File: config.mk
export PLATFORM = sky130hd
export DESIGN_NAME = cvd_ctrl
export DESIGN_NICKNAME = d
export VERILOG_FILES = /design/src/assert_macros.svh /design/src/cvd_pkg.sv /design/src/cvd_ctrl.sv
export SDC_FILE = /design/constraint.sdc
export NUM_CORES = 1
export LEC_CHECK = 0
export BUFFER_PORTS_ARGS = -buffer_cell sky130_fd_sc_hd__buf_2
export CAP_MARGIN = 20
export CORE_AREA = 3 3 43 53
export DETAILED_ROUTE_END_ITERATION = 10
export DIE_AREA = 0 0 46 56
export GPL_TIMING_DRIVEN = 0
export PLACE_DENSITY = 0.75
export SLEW_MARGIN = 5
export SYNTH_ARGS = -nofsm -noshare
export SYNTH_HDL_FRONTEND = slang
export SYNTH_SLANG_ARGS = --single-unit
File: constraint.sdc
create_clock -name clk_i -period 2.3 [get_ports clk_i]
set_clock_uncertainty 0.15 [all_clocks]
set_input_delay 0.115 -clock clk_i [delete_from_list [all_inputs] [get_ports clk_i]]
set_output_delay 0.115 -clock clk_i [all_outputs]
set_load 0.005 [all_outputs]
File: src/assert_macros.svh
// assertion helpers, sampled on clk_i and held off while rst_ni is low
`ifndef ASSERT_MACROS_SVH
`define ASSERT_MACROS_SVH

// property must hold at every clock edge out of reset
`define ASSERT_CLK(lbl, prop, msg) \
  lbl: assert property (@(posedge clk_i) disable iff (!rst_ni) prop) else $error(msg);

// expression must never be true at a clock edge
`define ASSERT_NEVER(lbl, expr, msg) \
  `ASSERT_CLK(lbl, !(expr), msg)

`endif

File: src/cvd_pkg.sv
package cvd_pkg;

  // fixed field widths of the item channels
  localparam int unsigned OP_W      = 2;
  localparam int unsigned CNT_IN_W  = 16;
  localparam int unsigned PROP_W    = 17;
  localparam int unsigned RAND_W    = 32;
  localparam int unsigned RAND_HALF = RAND_W / 2;
  localparam int unsigned SEL_W     = 10;
  localparam int unsigned GENE_W    = 10;
  localparam int unsigned SCNT_W    = 16;

  // proportion of one in q16 and the rounding half
  localparam logic [PROP_W-1:0] Q16_ONE  = 17'h10000;
  localparam logic [PROP_W-1:0] Q16_HALF = 17'h08000;

  // operation codes
  typedef enum logic [OP_W-1:0] {
    OP_LOAD = 2'd0,
    OP_DRAW = 2'd1,
    OP_READ = 2'd2,
    OP_NONE = 2'd3
  } op_e;

  // controller to datapath commands
  typedef struct packed {
    logic capture;
    logic load;
    logic tgt_mul;
    logic tgt_fin;
    logic draw_lo;
    logic draw_hi;
    logic draw_cmp;
    logic walk_rd;
    logic walk_step;
    logic credit;
    logic skip;
    logic read_rd;
    logic read_fin;
    logic resp_load;
  } dp_cmd_t;

  // datapath to controller status
  typedef struct packed {
    op_e  op;
    logic last;
    logic draw_ok;
    logic take;
    logic walk_more;
  } dp_status_t;

endpackage

File: src/cvd_ctrl.sv
module cvd_ctrl (
  input  logic                 clk_i,
  input  logic                 rst_ni,
  input  logic                 in_valid_i,
  output logic                 in_ready_o,
  output logic                 out_valid_o,
  input  logic                 out_ready_i,
  input  cvd_pkg::dp_status_t  status_i,
  output cvd_pkg::dp_cmd_t     cmd_o
);
  import cvd_pkg::*;

  typedef enum logic [12:0] {
    S_IDLE      = 13'b0000000000001,
    S_DECODE    = 13'b0000000000010,
    S_LOAD      = 13'b0000000000100,
    S_TGT_MUL   = 13'b0000000001000,
    S_TGT_FIN   = 13'b0000000010000,
    S_DRAW_LO   = 13'b0000000100000,
    S_DRAW_HI   = 13'b0000001000000,
    S_DRAW_CMP  = 13'b0000010000000,
    S_WALK      = 13'b0000100000000,
    S_WALK_WAIT = 13'b0001000000000,
    S_READ      = 13'b0010000000000,
    S_READ_WAIT = 13'b0100000000000,
    S_RESP      = 13'b1000000000000
  } state_e;

  state_e state_q, state_d;
  logic   out_valid_q, out_valid_d;

  // next state and commands
  always_comb begin
    state_d    = state_q;
    cmd_o      = '0;
    in_ready_o = 1'b0;
    unique case (state_q)
      S_IDLE: begin
        in_ready_o = 1'b1;
        if (in_valid_i) begin
          cmd_o.capture = 1'b1;
          state_d       = S_DECODE;
        end
      end
      S_DECODE: begin
        unique case (status_i.op)
          OP_LOAD: state_d = S_LOAD;
          OP_DRAW: state_d = status_i.draw_ok ? S_DRAW_LO : S_RESP;
          OP_READ: state_d = S_READ;
          OP_NONE: state_d = S_RESP;
        endcase
      end
      S_LOAD: begin
        cmd_o.load = 1'b1;
        state_d    = status_i.last ? S_TGT_MUL : S_RESP;
      end
      S_TGT_MUL: begin
        cmd_o.tgt_mul = 1'b1;
        state_d       = S_TGT_FIN;
      end
      S_TGT_FIN: begin
        cmd_o.tgt_fin = 1'b1;
        state_d       = S_RESP;
      end
      S_DRAW_LO: begin
        cmd_o.draw_lo = 1'b1;
        state_d       = S_DRAW_HI;
      end
      S_DRAW_HI: begin
        cmd_o.draw_hi = 1'b1;
        state_d       = S_DRAW_CMP;
      end
      S_DRAW_CMP: begin
        cmd_o.draw_cmp = 1'b1;
        state_d        = S_WALK;
      end
      S_WALK: begin
        priority if (!status_i.take) begin
          cmd_o.skip = 1'b1;
          state_d    = S_RESP;
        end else if (status_i.walk_more) begin
          cmd_o.walk_rd = 1'b1;
          state_d       = S_WALK_WAIT;
        end else begin
          cmd_o.credit = 1'b1;
          state_d      = S_RESP;
        end
      end
      S_WALK_WAIT: begin
        cmd_o.walk_step = 1'b1;
        state_d         = S_WALK;
      end
      S_READ: begin
        cmd_o.read_rd = 1'b1;
        state_d       = S_READ_WAIT;
      end
      S_READ_WAIT: begin
        cmd_o.read_fin = 1'b1;
        state_d        = S_RESP;
      end
      S_RESP: begin
        if (!out_valid_q || out_ready_i) begin
          cmd_o.resp_load = 1'b1;
          state_d         = S_IDLE;
        end
      end
      default: state_d = S_IDLE;
    endcase
  end

  // result register occupancy
  always_comb begin
    out_valid_d = out_valid_q;
    if (cmd_o.resp_load) begin
      out_valid_d = 1'b1;
    end else if (out_ready_i) begin
      out_valid_d = 1'b0;
    end
  end

  always_ff @(posedge clk_i or negedge rst_ni) begin
    if (!rst_ni) begin
      state_q     <= S_IDLE;
      out_valid_q <= 1'b0;
    end else begin
      state_q     <= state_d;
      out_valid_q <= out_valid_d;
    end
  end

  assign out_valid_o = out_valid_q;

endmodule

### Word-level counts from Yosys, hierarchy flattened

Index checks and enable logic that the tools add are counted.

* flip-flop bits (word level): 14
* latch bits: 0
* RAM bits: 0
* memory bits (read-only): 0
* bits of input ports: 10
* output and inout bits: 16
* logic and storage cells: 58
* memories kept: 0

* add/sub/neg operators: 0
* multiply operators: 0
* div/mod/pow operators: 0
* magnitude comparators: 0
* eq/ne operators: 18
* shifts and indexed selects: 0
* multiplexer cells: 31
* bitwise gates (word level): 0
* reduce and logical (&&, ||, !) cells: 7

Operator list (count)
* $pmux 13 s11: 1
* $mux 13: 6
* $pmux 13 s4: 1
* $mux 1: 22
* $eq 13x1->1 const B: 1
* $eq 13x10->1 const B: 1
* $eq 13x11->1 const B: 1
* $eq 13x12->1 const B: 1
* $eq 13x13->1 const B: 1
* $eq 13x2->1 const B: 1
* $eq 13x3->1 const B: 1
* $eq 13x4->1 const B: 1
* $eq 13x5->1 const B: 1
* $eq 13x6->1 const B: 1
* $eq 13x7->1 const B: 1
* $eq 13x8->1 const B: 1
* $eq 13x9->1 const B: 1
* $eq 2x2->1 const B: 2
* $ne 2x2->1 const B: 2
* $reduce_or 2->1: 2
* $eq 2x1->1 const B: 1
* $logic_not 2->1: 1
* $mux 2: 1
* $reduce_and 2->1: 1
* 3 further kinds: 3

### Logic depth before layout (Yosys ltp)

* depth after elaboration: 5
* gate-level depth with buffers: 5
* mapped depth without buffers: 5

### Worst setup path before layout

Ideal clock, no wire load.

* kind: reg-to-output
* start point: reg state_q[5]
* end point: out cmd_o[13] in the netlist's numbering
* arrival: 1.541 ns
* data required time: 2.035 ns
* path slack: 0.494 ns
* stages on the path, launching flop included: 6
* buffers on the path: 0
* cells stage by stage: dfrtp_1 nor4_4 nand3_4 nor3_4 and3b_4 and2_1

RTL lines
* start: declaration: RTL line cvd_ctrl.sv:29 `state_e state_q, state_d;`
* start signal: assignment: RTL line cvd_ctrl.sv:126 `state_q <= state_d;`
* end: declaration: RTL line cvd_ctrl.sv:9 `output cvd_pkg::dp_cmd_t cmd_o`

==> run metrics <==
outcome finished, final reports clean; Top Ports 26; most common cell in the netlist nor2_1; H-tree levels 1; Synthesis Warnings 0; Detail Placement HPWL approximately 1500 microns; worst-path fanout max 5; Die Y approximately 56 microns; Layout Nets 148; proportion of power drawn by combinational gates 0.465; crit-path cells nor4_4 -> nand3_4 -> nor3_4 -> and3b_4 -> and2_4 -> buf_6; synthesis-stage register bit count 14; Peak VDD IR 0.000710 V; vias between 800 and 900; Net Count, Synth ~100; critical path's slowest cell dfrtp_2; Final period util 0.965; final setup violation count 0; antenna violation net count after detailed routing 0; Clock transition at path regs 0.09 ns; Top FF cell, synth dfrtp_1; Leakage 0.640 nW; first-pass GRT wire length approximately 3500 microns; final hold violation count 0; setup ws final between 0.07 and 0.08 ns; Die ar. 2580 sq um; commonest cells in the netlist nor2_1, dfrtp_1, nor3_1; Startpoint Class register; Starting Density 0.496; cell taking the most area after synthesis dfrtp_1; fillcell total 137; HP Class in -> reg; post-synthesis sequential area ratio 0.388; Synth-to-Final Area Change 38.3%; pre-CTS setup slack 0.242 ns; top post-synthesis cells by area dfrtp_1, nor2_1, nor4_4, and4_2, dfstp_2; Avg Cell Area, Syn 9.97 sq um; post-synth top area share 0.359; first drt pass iteration count 4; clock buffer count from CTS 3; # DRC 0; Max-slew headroom 0.735; number of synthesized flops with an enable pin 0; CP Capture Type primary output; P per Cell Area between 600 and 700 nW/um^2; CTS Root Cell clkbuf_4; ratio of cells with drive above 1 in the final layout 0.409; Floorplan Core Area 1830 sq um; initial antenna violation count 0; via density per instance 5.56; Setup TNS Final 0 ns; mapped cell area 907 sq um; Syn Inst Count 91; CP peak stage delay approximately 0.44 ns; vias in the first global route 818; Tmin final between 2 and 2.5 ns; CTS tree yes; largest net degree at the start of global routing 15; flop2flop setup slack 0.18 ns; synth unique cells 40; clk_lat worst skew ~0.27 ns; Clk pwr share 0.164; Clock Sinks 14; Max clock buf depth 2; GRT Total Usage 0.175; Max Fclk 0.450 GHz; fin. max-slew vios 0; critical path class reg -> out; overall routed net length roughly 2200 microns; Placer Congestion 0.858; Slew @ Worst Pin about 0.39 ns; number of max-cap violations 0; RSZ-0062 raised after global routing yes; Sw Share 0.351; Post-synth ARST share 1.00; Antenna Cells 0; CP Data Arrival Time roughly 2 ns; Site Rows 17; internal power 570 uW; Seq pwr share 0.371; WL/cell 14.1 microns; sw power 308 uW; drt initial violations 13; die width ~46 microns; Critical Path RT about 2.0 ns; grt ovf 0; number of port buffers 25
## critical path: cells and delay by family (launching register included)
| kind | cells | cell delay, ns |
|---|---|---|
| simple gates | 5 | 1.17 |
| flops | 1 | 0.44 |
| buf+inv | 1 | 0.08 |
## registers in the layout (all words and copies together) (netlist names)
signal and count:
state_q 13, out_valid_o 1
## final timing paths
check                                          end               startpoint  depth (start not counted)
max in group asynchronous   state_q[0]$_DFFE_PN1P_                   rst_ni                          2
setup / recovery                         cmd_o[13]   state_q[5]$_DFFE_PN0P_                          6
hold / removal             state_q[12]$_DFFE_PN0P_              status_i[1]                          4
hold reg to reg            out_valid_o$_DFFE_PN0P_  out_valid_o$_DFFE_PN0P_                          2
setup reg to reg            state_q[2]$_DFFE_PN0P_   state_q[5]$_DFFE_PN0P_                          6
min in group asynchronous   state_q[9]$_DFFE_PN0P_                   rst_ni                          2
## power groups by stage
stage / Combinational [mW] / Clock [mW] / Sequential [mW]
6_report: 0.408 / 0.144 / 0.326
5_1_grt: 0.445 / 0.164 / 0.333
4_1_cts: 0.361 / 0.147 / 0.324
3_5_place_dp: 0.343 / 0 / 0.328
3_3_place_gp: 0.334 / 0 / 0.328
2_1_floorplan: 0.263 / 0 / 0.322
## cells in the final DEF, fill, tap and decap left out, types with 2 or more instances in the layout
cell type	count
nor3_1	5
nand2b_1	3
xnor2_1	2
and3_1	3
nor4_4	2
nor2_1	13
nand4_1	3
dfrtp_2	2
clkbuf_4	3
buf_4	8
and4_2	3
nor4_1	2
and2_1	2
nand3_1	2
nand2_1	4
dlygate4sd3_1	10
nor3_4	2
dfrtp_1	11
nor2b_1	3
inv_1	4
buf_2	24
## per-stage QoR
stage	cells	hold slack [ns]	cell area, sq um	total power [mW]	utilization
after floorplan	91	-0.331	907	0.585	-
after global placement	135	-0.123	1060	0.662	0.577
after detailed placement	135	-0.124	1060	0.671	0.577
after CTS	151	0.0454	1200	0.831	0.655
after global routing	156	0.0956	1250	0.942	0.686
final	156	0.0627	1250	0.877	0.686
## logic make-up after synthesis
family | Yosys count | synth area share
AOI/OAI and AO/OA | 7 | 0.0593
xor gates and xnor gates | 3 | 0.0290
buffers and inverters | 5 | 0.0248
DFF | 14 | 0.388
muxes | 1 | 0.0110
and+or+nand+nor | 61 | 0.488
## cell type report
| cell class | count | area, sq um | share of cell area |
|---|---|---|---|
| timing repair buffer | 42 | 284 | 0.226 |
| clock buffer | 4 | 26.3 | 0.0209 |
| multi-input combinational | 72 | 544 | 0.434 |
| sequential | 14 | 354 | 0.282 |
| inverter | 4 | 15.0 | 0.0120 |
| buffer | 1 | 7.51 | 0.00598 |
| tap | 19 | 23.8 | 0.0189 |
## timing repair
action                                  CTS  global route
pin swaps                                 1             7
endpoints found under the setup margin    1             4
setup buffers                             2             5
hold buffers                             10             1
resized for setup                         0             6
hold endpoints to repair                 23             1
## metal layers
metal / wire, microns / global-route usage / up-vias
met5: 0 / 0 / -
met1: 879 / 0.220 / 417
met2: 1200 / 0.283 / 20
met4: 27 / 0.0691 / 0
met3: 93 / 0.0324 / 4
li1: - / - / 427
(Power assumes the default switching activity.)
